===== config.mk =====
export PLATFORM = sky130hd
export DESIGN_NAME = mhpq_ram
export DESIGN_NICKNAME = d
export VERILOG_FILES = /design/src/hw/rtl/mhpq_pkg.sv /design/src/hw/rtl/mhpq_ram.sv
export SDC_FILE = /design/constraint.sdc
export NUM_CORES = 1
export LEC_CHECK = 0
export ABC_CLOCK_PERIOD_IN_PS = 2000
export BUFFER_PORTS_ARGS = -buffer_cell sky130_fd_sc_hd__buf_2
export CAP_MARGIN = 20
export CORE_MARGIN = 4
export CORE_UTILIZATION = 30
export DETAILED_ROUTE_END_ITERATION = 10
export GPL_TIMING_DRIVEN = 0
export PLACE_DENSITY = 0.62
export SETUP_SLACK_MARGIN = 0.02
export SYNTH_ARGS = -nofsm -noshare
export SYNTH_HDL_FRONTEND = slang
export SYNTH_SLANG_ARGS = --single-unit

===== constraint.sdc =====
create_clock -name clk -period 2 [get_ports clk]
set_input_delay 0.2 -clock clk [delete_from_list [all_inputs] [get_ports clk]]
set_output_delay 0.2 -clock clk [all_outputs]
set_load 0.01 [all_outputs]

===== src/hw/rtl/mhpq_pkg.sv =====
// Shared types, sizes and codes for the min-heap priority queue.
// Used by the channel interfaces, the level cell, the level RAM and the top level.
// Depends on nothing.
package mhpq_pkg;

	localparam int HEAP_DEPTH  = 1024;
	localparam int VALUE_W     = 32;
	localparam int COUNT_OUT_W = 11;

	// Heap levels needed to hold HEAP_DEPTH entries; level 0 is the root.
	localparam int LEVELS = $clog2(HEAP_DEPTH + 1);
	// Position of a node inside the deepest level.
	localparam int POS_W  = LEVELS - 1;
	// Global slot index, wide enough for the first grandchild below the last level.
	localparam int GIDX_W = LEVELS + 1;
	localparam int CNT_W  = $clog2(HEAP_DEPTH + 1);
	localparam int LVL_W  = $clog2(LEVELS);

	typedef logic signed [VALUE_W-1:0] value_t;

	typedef enum logic {
		OP_PUSH = 1'b0,
		OP_POP  = 1'b1
	} op_t;

	typedef enum logic [1:0] {
		ST_DONE  = 2'd0,
		ST_FULL  = 2'd1,
		ST_EMPTY = 2'd2
	} status_t;

	typedef enum logic [1:0] {
		S_IDLE,
		S_FETCH,
		S_RUN,
		S_DONE
	} state_t;

	// Operation travelling down the row of level cells.
	// Push: pos is the node at the receiving level, rem the levels still to descend,
	// path the target slot plus one (its bits below the leading one steer the walk).
	// Pop: pos is the hole at the level above, base the global index of the first
	// node at the receiving level, count the entry count after the pop.
	typedef struct packed {
		logic              valid;
		op_t               op;
		value_t            carry;
		logic [POS_W-1:0]  pos;
		logic [LVL_W-1:0]  rem;
		logic [GIDX_W-1:0] path;
		logic [GIDX_W-1:0] base;
		logic [CNT_W-1:0]  count;
	} token_t;

	// Write handed back from a cell to the level above it.
	typedef struct packed {
		logic             en;
		logic [POS_W-1:0] pos;
		value_t           value;
	} bwr_t;

	// Port requests of a cell toward its level RAM.
	typedef struct packed {
		logic [POS_W-1:0] raddr0;
		logic [POS_W-1:0] raddr1;
		logic             we;
		logic [POS_W-1:0] waddr;
		value_t           wdata;
	} ram_req_t;

endpackage


===== src/hw/rtl/mhpq_ram.sv =====
// Storage of one heap level: one write port, two registered read ports.
// Depends on mhpq_pkg for the value type.
module mhpq_ram #(
	parameter int ADDR_W = 1
) (
	input  logic               clk,
	input  logic               we,
	input  logic [ADDR_W-1:0]  waddr,
	input  mhpq_pkg::value_t   wdata,
	input  logic [ADDR_W-1:0]  raddr0,
	input  logic [ADDR_W-1:0]  raddr1,
	output mhpq_pkg::value_t   rdata0,
	output mhpq_pkg::value_t   rdata1
);

	localparam int ROWS = 1 << ADDR_W;

	mhpq_pkg::value_t mem [ROWS];
	mhpq_pkg::value_t rdata0_q;
	mhpq_pkg::value_t rdata1_q;

	always_ff @(posedge clk) begin
		if (we) begin
			mem[waddr] <= wdata;
		end
		rdata0_q <= mem[raddr0];
		rdata1_q <= mem[raddr1];
	end

	assign rdata0 = rdata0_q;
	assign rdata1 = rdata1_q;

endmodule


# == Word level (Yosys, flattened, before mapping) ==
# Memory sizes are Yosys's and may differ from the RTL's. A register that Yosys moved wholly into a read port is not among the register bits.
# Cells that the tools add are included.
# op_classes
muxes,2
# op_table
op,count
2-to-1 mux 1 bit,2
# totals
regBits,0
ram_bits,64
in_bits,37
output_inout_bits,64
elab_cells,3
memories,1
# memory_table
memory,depth,width,read_ports,rd_ports_with_merged_regs,write_ports,line,rtl
mem,2,32,2,2,1,mhpq_ram.sv:18,mhpq_pkg::value_t mem [ROWS];

# == Depth between registers and ports, before layout ==
# logic_depth
ltp_word,2
mapped_depth,3
depth_no_buf,1

# == Worst setup path after synthesis ==
# Ideal clock, no wire load.
# synth_timing
path_kind,in2reg
start,input waddr
end,"memory mem[0][0] (netlist name), enable pin"
setup_ns,0.425
arrival_time_ns,1.652
required_time_ns,1.575
path_slack_ns,-0.078
cell_stages,1
path_buffers,0
path_cell_list,nor2b_1
# synth_rtl
item,line,rtl
"start, declared",mhpq_ram.sv:8,"input logic [ADDR_W-1:0] waddr,"
"end, declared",mhpq_ram.sv:18,
# Straight into the memory's write port.

# == Worst setup path after layout ==
# layout_timing
start,register rdata1_q[2] (netlist: rdata1[2]) (read register of mem)
end,output rdata1[2]
# layout_rtl
item,line,rtl
"start, declared",mhpq_ram.sv:20,mhpq_pkg::value_t rdata1_q;
"end, declared",mhpq_ram.sv:13,output mhpq_pkg::value_t rdata1
# No word-level cell between the ends.

==> results.py <==
metrics = {
    "power": {
        "p_per_area_nw_per_um2": 1090,
        "vdd_drop_max_mv": 0.469,
        "p_leak_nw": 2.53,
        "totalPowerFinal_mw": 6.44,
    },
    "timing": {
        "max_slew.worst_pin.slew_ns": 0.853,
        "rsz0062_at_grt": "false",
        "fin_crit_sh_pct": 53.2,
        "skew_ns": 0.00758,
        "hold_violations": 0,
        "finalSetupViolCount": 0,
        "finalCriticalPeriod_ns": 1.06,
        "fmax_mhz": 940,
        "slew_headroom_pct": 43.1,
        "drv_slew": 0,
    },
    "logic_synthesis": {
        "synthMuxAreaShare_pct": 22.0,
        "ys_ff_latch": 128,
        "avgSynthCellArea_um2": 21.3,
        "synth-compound-area-share_pct": 0,
        "ys_seq_area_share_pct": 74.4,
        "ys_top_cells_by_area": "edfxtp_1 (45%), dfxtp_1 (30%), mux2_4 (21%)",
        "yosys.area_share.simple_pct": 0.291,
        "syn_nets": 239,
        "yosysUniqueCellTypes": 8,
        "ys_warn_count": 0,
        "synth_xor_area_share_pct": 0,
        "synth_top_area_share_pct": 44.7,
        "synth_cells": 202,
        "synth_top_family_by_area": "multiplexers",
        "synthAdderAreaFrac_pct": 0,
        "yosysTopAreaCell": "edfxtp_1",
        "syn-cell-area_um2": 4300,
    },
    "global_routing": {
        "gr-total-overflow": 0,
        "grt_start_max_net_pins": 33,
        "grt_usage_pct": 9.70,
        "grt_pass1_vias": 2317,
        "grt_pass1_wl_um": 11600,
        "grt_antenna_before_repair": 0,
    },
    "setup_path": {
        "end_kind": "primary output",
        "critPathBufInv": 1,
        "r2r-end": "rdata0[17]$_DFF_P_",
        "crit_path_end": "rdata1[2]",
        "slowest_delay_ns": 0.33,
        "cp_slowest_cell": "dfxtp_1",
        "critical_path.max_fanout": 1,
        "startpoint_type": "register",
        "critical-path-top-delay-family": "flip-flops",
        "criticalPathCategory": "register to primary output",
        "cp_num_cells": 1,
        "crit_chain": "buf_2",
        "regToRegSetupSlack_ns": 1.20,
        "cp_data_arrival_time_ns": 0.86,
        "reg2reg_depth": 1,
        "required_ns": 1.80,
        "cp-startpoint": "rdata1[2]$_DFF_P_",
        "r2r_start": "mem[0][17]$_DFFE_PP_",
    },
    "placement": {
        "place.gp.congestion": 0.615,
        "hpwl_um": 4980,
        "io_buffers": 98,
    },
    "run_status": {
        "status": "complete, no violations",
    },
    "clock_tree": {
        "cts_tree": "built",
        "clkLatencyLatePin_ns": 0.41,
        "htreeDepth": 4,
        "cts.sinks": 128,
        "cts_root_buffer": "clkbuf_16",
        "cts_hold_buf": 32,
        "clk_pin_slew_ns": 0.06,
        "cts_resized": 0,
        "cts_buffer_depth": 2,
        "cts_setup_buffers": 0,
        "cts-buffers-inserted": 17,
    },
    "final_layout": {
        "final_util_pct": 42.3,
        "diodes": 0,
        "area_growth_pct": 37.5,
        "final_cell_mix": "buf_2 (98), edfxtp_1 (64), dfxtp_1 (64)",
        "layout_commonest_cell": "buf_2",
        "fin_nets": 389,
        "drive_above_1_share_pct": 54.0,
    },
    "route": {
        "dr.pass1.iters": 4,
        "vias": 2152,
        "ant_nets": 0,
        "wl_um": 7410,
        "drt-wirelength-per-cell_um": 13.6,
        "drtIter0Drc": 72,
        "drc": 0,
        "vias_per_cell": 3.95,
    },
    "floorplanning": {
        "start_util_pct": 30.8,
        "fp.dieW_um": 128,
        "core-area_um2": 14000,
        "io_pins": 101,
        "num_rows": 43,
        "dieArea_um2": 16300,
        "die_h_um": 128,
    },
    "flow_run": {
        "maxCapViolations": 0,
    },
    "worst_hold_path": {
        "hp-start": "raddr1",
        "min_path_type": "input pin to register",
    },
}
[worst min path at each step]
stage	slack, ns	cells after the start	to
after floorplan	0.30	0	mem[0][0]$_DFFE_PP_
after global placement	0.39	1	mem[1][5]$_DFFE_PP_
after detailed placement	0.39	1	mem[1][3]$_DFFE_PP_
after CTS	0.09	2	rdata1[31]$_DFF_P_
after global routing	0.09	2	rdata1[31]$_DFF_P_
final	0.1	2	rdata1[31]$_DFF_P_
[cells in the mapped netlist]
cell type / number
dfxtp_1: 64
edfxtp_1: 64
mux2_4: 60
buf_12: 6
mux2_2: 4
buf_6: 2
and2_1: 1
nor2b_1: 1
[per-layer routing]
metal  track usage (%)  part of all wire [%]  up-vias
li1                  -                     -     1042
met1              10.3                    39     1026
met2              16.2                    51       69
met3              4.17                   6.8       15
met4              5.43                   2.4        0
met5                 0                     0        -
[power by group]
group          switching, mW  internal [mW]
Clock                   1.02           1.81
Combinational          0.227          0.343
Sequential            0.0705           2.98
Total                   1.31           5.13
[flip-flops by register name, summed over array words and instances (netlist names)]
name	count
mem	64
rdata1	32
rdata0	32
[logic make-up (layout without fill, tap and decap cells)]
| logic type | count (synthesis) | after routing |
|---|---|---|
| mux | 64 | 64 |
| simple gates | 2 | 2 |
| flops | 128 | 128 |
| buf+inv | 8 | 171 |
[stage by stage]
stage | setup slack (ns) | TNS (ns) | cells | hold slack [ns] | area [um2]
2_1_floorplan | 0.521 | 0 | 202 | 0.299 | 4310
3_3_place_gp | -0.152 | -5.18 | 480 | 0.387 | 5020
3_5_place_dp | 0.525 | 0 | 481 | 0.392 | 5060
4_1_cts | 0.899 | 0 | 545 | 0.0855 | 5920
5_1_grt | 0.891 | 0 | 545 | 0.0938 | 5920
6_report | 0.936 | 0 | 545 | 0.0960 | 5920
[cell type report]
class | instances | area [um2]
Multi-Input combinational cell | 66 | 967
Tap cell | 180 | 225
Buffer | 8 | 143
Clock buffer | 22 | 444
Clock inverter | 10 | 96.3
Timing Repair Buffer | 131 | 838
Sequential cell | 128 | 3200
Fill cell | 1277 | 8070
(Power assumes the default switching activity.)
