## src/hw/rtl/mhpq_pkg.sv

```systemverilog
// Shared types, sizes and codes for the min-heap priority queue.
// Used by the channel interfaces, the level cell, the level RAM and the top level.
// Depends on nothing.
package mhpq_pkg;

	localparam int HEAP_DEPTH  = 1024;
	localparam int VALUE_W     = 32;
	localparam int COUNT_OUT_W = 11;

	// Heap levels needed to hold HEAP_DEPTH entries; level 0 is the root.
	localparam int LEVELS = $clog2(HEAP_DEPTH + 1);
	// Position of a node inside the deepest level.
	localparam int POS_W  = LEVELS - 1;
	// Global slot index, wide enough for the first grandchild below the last level.
	localparam int GIDX_W = LEVELS + 1;
	localparam int CNT_W  = $clog2(HEAP_DEPTH + 1);
	localparam int LVL_W  = $clog2(LEVELS);

	typedef logic signed [VALUE_W-1:0] value_t;

	typedef enum logic {
		OP_PUSH = 1'b0,
		OP_POP  = 1'b1
	} op_t;

	typedef enum logic [1:0] {
		ST_DONE  = 2'd0,
		ST_FULL  = 2'd1,
		ST_EMPTY = 2'd2
	} status_t;

	typedef enum logic [1:0] {
		S_IDLE,
		S_FETCH,
		S_RUN,
		S_DONE
	} state_t;

	// Operation travelling down the row of level cells.
	// Push: pos is the node at the receiving level, rem the levels still to descend,
	// path the target slot plus one (its bits below the leading one steer the walk).
	// Pop: pos is the hole at the level above, base the global index of the first
	// node at the receiving level, count the entry count after the pop.
	typedef struct packed {
		logic              valid;
		op_t               op;
		value_t            carry;
		logic [POS_W-1:0]  pos;
		logic [LVL_W-1:0]  rem;
		logic [GIDX_W-1:0] path;
		logic [GIDX_W-1:0] base;
		logic [CNT_W-1:0]  count;
	} token_t;

	// Write handed back from a cell to the level above it.
	typedef struct packed {
		logic             en;
		logic [POS_W-1:0] pos;
		value_t           value;
	} bwr_t;

	// Port requests of a cell toward its level RAM.
	typedef struct packed {
		logic [POS_W-1:0] raddr0;
		logic [POS_W-1:0] raddr1;
		logic             we;
		logic [POS_W-1:0] waddr;
		value_t           wdata;
	} ram_req_t;

endpackage

```

## src/hw/rtl/mhpq_cell.sv

```systemverilog
// One heap level below the root: compare-and-pass logic for push and pop.
// Depends on mhpq_pkg; its level RAM is instantiated next to it in the top level.
module mhpq_cell (
	input  logic                clk,
	input  logic                arst_n,
	input  mhpq_pkg::token_t    tok_in,
	output mhpq_pkg::token_t    tok_out,
	input  mhpq_pkg::bwr_t      bwr_in,
	output mhpq_pkg::bwr_t      bwr_out,
	output mhpq_pkg::ram_req_t  ram,
	input  mhpq_pkg::value_t    rdata0,
	input  mhpq_pkg::value_t    rdata1,
	output logic                done
);

	mhpq_pkg::token_t                  hold_q;
	mhpq_pkg::token_t                  fwd_q;
	mhpq_pkg::token_t                  fwd_d;
	logic                              push_here;
	logic                              own_we;
	logic [mhpq_pkg::POS_W-1:0]        own_waddr;
	mhpq_pkg::value_t                  own_wdata;
	logic [mhpq_pkg::GIDX_W-1:0]       left_g;
	logic [mhpq_pkg::GIDX_W-1:0]       kid_g;
	logic [mhpq_pkg::GIDX_W-1:0]       grand_g;
	logic                              right_ok;
	logic                              pick_right;
	mhpq_pkg::value_t                  kid_val;
	logic [mhpq_pkg::POS_W-1:0]        kid_pos;

	// A push that has reached its target level just writes the carried value.
	assign push_here = tok_in.valid && (tok_in.op == mhpq_pkg::OP_PUSH) && (tok_in.rem == '0);

	// Push reads its own node; pop reads both children of the hole above.
	always_comb begin
		ram.raddr0 = (tok_in.op == mhpq_pkg::OP_POP) ? (tok_in.pos << 1) : tok_in.pos;
		ram.raddr1 = (tok_in.pos << 1) | mhpq_pkg::POS_W'(1);
	end

	always_ff @(posedge clk or negedge arst_n) begin
		if (!arst_n) begin
			hold_q <= '0;
			fwd_q  <= '0;
		end else begin
			hold_q       <= tok_in;
			hold_q.valid <= tok_in.valid && !push_here;
			fwd_q        <= fwd_d;
		end
	end

	always_comb begin
		left_g     = hold_q.base + mhpq_pkg::GIDX_W'({hold_q.pos, 1'b0});
		right_ok   = (left_g + mhpq_pkg::GIDX_W'(1)) < mhpq_pkg::GIDX_W'(hold_q.count);
		pick_right = right_ok && (rdata1 < rdata0);
		kid_val    = pick_right ? rdata1 : rdata0;
		kid_g      = left_g + mhpq_pkg::GIDX_W'(pick_right);
		grand_g    = {kid_g[mhpq_pkg::GIDX_W-2:0], 1'b1};
		kid_pos    = (hold_q.pos << 1) | mhpq_pkg::POS_W'(pick_right);

		fwd_d       = hold_q;
		fwd_d.valid = 1'b0;
		own_we      = push_here;
		own_waddr   = tok_in.pos;
		own_wdata   = tok_in.carry;
		bwr_out     = '0;
		done        = push_here;

		if (hold_q.valid) begin
			if (hold_q.op == mhpq_pkg::OP_PUSH) begin
				// Keep the smaller value here and carry the larger one down the path.
				fwd_d.valid = 1'b1;
				fwd_d.rem   = hold_q.rem - 1'b1;
				fwd_d.pos   = (hold_q.pos << 1) |
					mhpq_pkg::POS_W'(hold_q.path[hold_q.rem - 1'b1]);
				if (hold_q.carry < rdata0) begin
					own_we      = 1'b1;
					own_waddr   = hold_q.pos;
					own_wdata   = hold_q.carry;
					fwd_d.carry = rdata0;
				end
			end else begin
				if (kid_val < hold_q.carry) begin
					// The smaller child moves up and the hole moves down to it.
					bwr_out.en    = 1'b1;
					bwr_out.pos   = hold_q.pos;
					bwr_out.value = kid_val;
					if (grand_g < mhpq_pkg::GIDX_W'(hold_q.count)) begin
						fwd_d.valid = 1'b1;
						fwd_d.pos   = kid_pos;
						fwd_d.base  = {hold_q.base[mhpq_pkg::GIDX_W-2:0], 1'b1};
					end else begin
						own_we    = 1'b1;
						own_waddr = kid_pos;
						own_wdata = hold_q.carry;
						done      = 1'b1;
					end
				end else begin
					bwr_out.en    = 1'b1;
					bwr_out.pos   = hold_q.pos;
					bwr_out.value = hold_q.carry;
					done          = 1'b1;
				end
			end
		end
	end

	// Writes handed back from the level below never coincide with this level's own.
	always_comb begin
		ram.we    = own_we || bwr_in.en;
		ram.waddr = bwr_in.en ? bwr_in.pos : own_waddr;
		ram.wdata = bwr_in.en ? bwr_in.value : own_wdata;
	end

	assign tok_out = fwd_q;

endmodule

```

## config.mk

```make
export PLATFORM = sky130hd
export DESIGN_NAME = mhpq_cell
export DESIGN_NICKNAME = d
export VERILOG_FILES = /design/src/hw/rtl/mhpq_pkg.sv /design/src/hw/rtl/mhpq_cell.sv
export SDC_FILE = /design/constraint.sdc
export NUM_CORES = 1
export LEC_CHECK = 0
export BUFFER_PORTS_ARGS = -buffer_cell sky130_fd_sc_hd__buf_4
export CAP_MARGIN = 0
export CORE_MARGIN = 4
export CORE_UTILIZATION = 52
export CTS_CLUSTER_DIAMETER = 40
export DETAILED_ROUTE_END_ITERATION = 10
export PLACE_DENSITY = 0.82
export REMOVE_ABC_BUFFERS = 1
export SETUP_SLACK_MARGIN = 0.2
export SYNTH_ARGS = -nofsm -noshare
export SYNTH_HDL_FRONTEND = slang
export SYNTH_SLANG_ARGS = --single-unit
export TNS_END_PERCENT = 50
```

## constraint.sdc

```tcl
create_clock -name clk -period 10.1 [get_ports clk]
set_input_delay 1.515 -clock clk [delete_from_list [all_inputs] [get_ports clk]]
set_output_delay 1.515 -clock clk [all_outputs]
set_load 0.005 [all_outputs]
```

### Word level (Yosys, flattened, before mapping)

Index checks and enable logic that the tools add are counted.

* $add $sub $neg: 4
* order comparisons: 6
* multiplexer cells: 42
* bitwise gates (word level): 3
* reductions and logical operators: 7

Operators with widths (count)
* two-way mux 32 bit: 10
* two-way mux 10 bit: 10
* less-than comparator 32 bit: 3
* two-way mux 43 bit: 2
* two-way mux 12 bit: 4
* two-way mux 46 bit: 1
* less-than comparator 12 x 11 -> 1 bit: 2
* bitwise OR 10 x 1 -> 10 bit: 2
* two-way mux 1 bit: 13
* adder 12 x 1 -> 12 bit, second input constant: 1
* adder 12 x 11 -> 12 bit: 1
* adder 11 x 1 -> 11 bit: 1
* less-than comparator 4 x 5 -> 1 bit, second input constant: 1
* binary-select mux 1 bit (select 4 bit): 1
* logical AND 1 bit: 4
* zero test 4 bit: 1
* two-way mux 4 bit: 1
* subtractor 4 x 1 -> 4 bit, second input constant: 1
* zero test 1 bit: 1
* logical OR 1 bit: 1
* inverter 1 bit: 1

* register bits: 166
* input bits: 192
* output and inout bits: 190
* word-level logic and storage cells: 78

### Depth between registers and ports, before layout

* depth after elaboration: 11
* mapped depth: 34
* depth with buffers taken out: 32

### Worst setup path after synthesis

Ideal clock, no wire load.

* kind: flip-flop to output port
* from: register hold_q[39] (netlist name)
* to: output port ram[10] (netlist name)
* arrival time: 6.906 ns
* data required time: 8.585 ns
* slack: 1.679 ns
* stages on the path, launching flop included: 33
* path buffers: 3
* cells stage by stage: dfrtp_1 ha_1 inv_1 fa_1 nand2b_1 a2111o_1 o311a_2 and4b_1 buf_6 nand2_1 xnor2_1 ha_1 a211oi_1 o21ai_0 o221a_2 nor3b_1 mux2_2 nand2_1 clkbuf_1 mux2_2 ha_1 a21o_1 a211o_1 o2111ai_1 a21oi_1 o41ai_1 o31ai_1 and3_1 o21a_1 nor2_1 clkbuf_1 a31oi_1 a2bb2oi_1

RTL lines
* from (decl): line mhpq_cell.sv:16 `mhpq_pkg::token_t hold_q;`
* from (signal assigned): line mhpq_cell.sv:45 `hold_q <= tok_in;`
* to (decl): line mhpq_cell.sv:10 `output mhpq_pkg::ram_req_t ram,`

==> summary.txt <==
Status
  – Outcome: finished clean

Power and ir drop
  – VDD IR max: roughly 0.00012 V
  – Pwr per Cell Area: roughly 150 nW/µm²
  – Leakage: 7.704 nW
  – Total chip power: about 2.3 mW

Cells and area
  – Final core occ: 0.7143
  – Share of post-route cells with drive strength above 1: 0.3455
  – Finished layout cell area: between 15,000 and 20,000 µm²
  – Finished Layout Cells: 1,810
  – Area Overhead vs Synth: 33.53%
  – Fin nets: 1,840
  – FILL cells: 1,622

Placement
  – Gp weighted congestion: 0.9341
  – Placed instance area: around 14,000 µm²
  – Post-DP HPWL: 29.55 mm
  – DP Cell Count: around 1,800
  – IO Port Bufs: 380

STA
  – Minimum clock period: 9.513 ns
  – Final Max Slew Viols: 0
  – RSZ-0062 raised after global routing: yes
  – Final hold vios: 0
  – Worst relative slew slack: 0.1704
  – TNS Setup: 0 ns
  – Worst clock skew: 0.01848 ns
  – Worst slew pin tran: ~1.2 ns
  – Fmax: 105.1 MHz
  – Crit share post-route: 0.9419
  – # setup viols final: 0

Die
  – Total core area: about 21,000 µm²
  – Die Wd: 155.7 µm
  – Die area: around 24,000 µm²
  – Ports: between 300 and 400
  – Die height: approximately 160 µm
  – FP Rows: 53
  – Starting Density: 0.5349

Clocking
  – Root buf cell: clkbuf_16
  – H-tree levels: 4
  – CTS Hold Bufs: 0
  – Clock Sinks: roughly 170
  – CTS tree: yes
  – Reg clk slew, reported paths: roughly 0.080 ns
  – Num CTS Buffers: 17
  – Clock Path Buffers: 2
  – Clock Latency Late Sink: between 0.4 and 0.5 ns

Critical path
  – R2R cell count: 32
  – Crit path max fanout: 21
  – Startpoint types: register
  – Slowest cell on crit path: o2111a_2
  – Register-to-register setup slack: about 2.3 ns
  – RR Startpoint: hold_q[12]
  – CP peak stage delay: approximately 0.46 ns
  – Data arrival, critical path: around 8 ns
  – Critical path required time: between 8 and 9 ns
  – Cell family with most CP delay: compound AO/OA/AOI/OAI gates
  – CP bufs+invs: 4
  – CP Capture Type: primary output
  – Worst Setup SP: hold_q[12]
  – Crit path kind: reg2out
  – FF-to-FF End: tok_out[48]

Synthesis
  – Ys async rst share: 1.000
  – Syn_area_per_cell: a little under 10 µm²
  – Top cells by area, synth: dfrtp_1 37%, ha_1 14%, mux2_2 4.5%
  – Yosys cell types: 84
  – FF+latch count, synth: between 150 and 200
  – Seq/Total Area, Yosys: 0.3660
  – Top_reg_cell synth: dfrtp_1
  – Synth top area share: 0.3660
  – Synth warn: 0
  – Yosys top cell by area: dfrtp_1
  – Cell count after synthesis: approximately 1,200
  – Post-synth EDFFs: 0
  – Syn Std Cell Area: 11,350 µm²

Global route
  – Largest net degree at the start of global routing: between 100 and 150
  – Total Routing Usage GR: 0.3165
  – First-pass GRT wire length: 60.33 mm
  – Vias in the first global route: ~11,000
  – Gr ovfl total: 0
  – Initial antenna violation count: 1

Worst hold path
  – Hold WC Path Type: reg2reg
  – Hold EP: tok_out[26]
  – Hold path startpoint: fwd_d[26]
  – WHS Path Cells: 0

Drt
  – WL/cell: roughly 22 µm
  – WL final: about 40 mm
  – Vias: about 11,000
  – Initial drt markers: 829
  – Final antenna-violating net count: 0
  – DR DRC count: 0
  – Drt pass-1 iters: 5
  – Vias per cell: approximately 5.9

Flow run
  – Max-cap violation count: 0
[cell usage in the layout, fill, tap and decap left out, drive strengths merged, types with 3 or more instances in the layout]
cell type  instances
buf              398
dfrtp            166
ha               126
o21ai            101
inv               99
nand2             87
nor2              67
mux2              60
a21oi             44
mux2i             41
a31oi             34
a2bb2oi           31
a21o              26
and3              25
xnor2             22
clkbuf            17
nand4             17
nand3             13
and2              11
nor2b             11
nand2b             9
xor2               9
o211ai             8
nor3               8
a211oi             8
and4               7
a221o              7
clkinv             7
o21a               5
or2                5
a311oi             4
nor4               4
o31ai              4
nor3b              4
a211o              4
mux4               3
or2b               3
[where the power goes]
group	total (mW)	switching, mW	internal [mW]
clock	0.691	0.346	0.346
sequential	0.743	0.0337	0.709
combinational	0.821	0.427	0.395
[flip-flops by register name (all words and copies together) (netlist names)]
| signal | flops |
|---|---|
| hold_q | 59 |
| tok_out | 83 |
| fwd_d | 24 |
[what timing repair did]
action | 4_1_cts | 5_1_grt
gates cloned | 1 | 1
setup buffers | 0 | 4
pin swaps | 1 | 4
resized for setup | 4 | 20
endpoints found under the setup margin | 70 | 75
[synth_stat cells (all sizes together) (9+ instances only)]
cell,instances
o21ai,101
mux2,60
nand4,17
dfrtp,166
ha,126
and2,11
buf,27
nand2,87
inv,91
a21o,26
clkbuf,35
xnor2,22
and3,25
mux2i,41
xor2,9
nor2,67
a31oi,34
nand3,13
a2bb2oi,31
nand2b,9
nor2b,11
a21oi,44
[logic make-up (layout without fill, tap and decap cells)]
family | after synthesis | after routing | share of synthesized area
XOR/XNOR | 31 | 31 | 0.02624
AND/OR/NAND/NOR | 277 | 278 | 0.1222
adder cells (fa/ha/maj) | 127 | 127 | 0.1407
other | 1 | 2 | 0.0003304
buffers and inverters | 153 | 521 | 0.05941
AO/OA/AOI/OAI | 305 | 306 | 0.1809
flip-flops | 166 | 166 | 0.3660
multiplexers | 104 | 104 | 0.1043
[area by class of cell]
cell class                 instances  area (µm²)  share of cell area
clock inverter                    15       211.5             0.01395
antenna                            1       2.502           0.0001651
clock buffer                      17       425.4             0.02807
tap                              275       344.1             0.02270
multi-input combinational        847        6658              0.4392
timing repair buffer             398        3020              0.1993
sequential                       166        4154              0.2741
inverter                          91       341.6             0.02254
[metrics by stage]
stage	hold slack [ns]	worst slack [ns]
2_1_floorplan	0.3486	0.3291
3_3_place_gp	0.3538	0.7936
3_5_place_dp	0.3592	0.5255
4_1_cts	0.3771	0.2146
5_1_grt	0.3867	0.1225
6_report	0.3755	0.5867
[metal layers]
layer,share of wire,wire [µm],GRT usage,vias to the layer above
li1,-,-,-,4922
met1,0.37,14890,0.3658,5150
met2,0.49,19350,0.5390,549
met3,0.085,3389,0.08155,128
met4,0.056,2237,0.1713,0
met5,0,0,0,-
[worst max path at each step]
stage | end | slack, ns | depth (start not counted)
2_1_floorplan | ram[33] | 0.33 | 29
3_3_place_gp | ram[0] | 0.79 | 27
3_5_place_dp | ram[15] | 0.53 | 34
4_1_cts | ram[10] | 0.21 | 34
5_1_grt | ram[10] | 0.12 | 34
6_report | bwr_out[0] | 0.59 | 31
(Power assumes the default switching activity.)
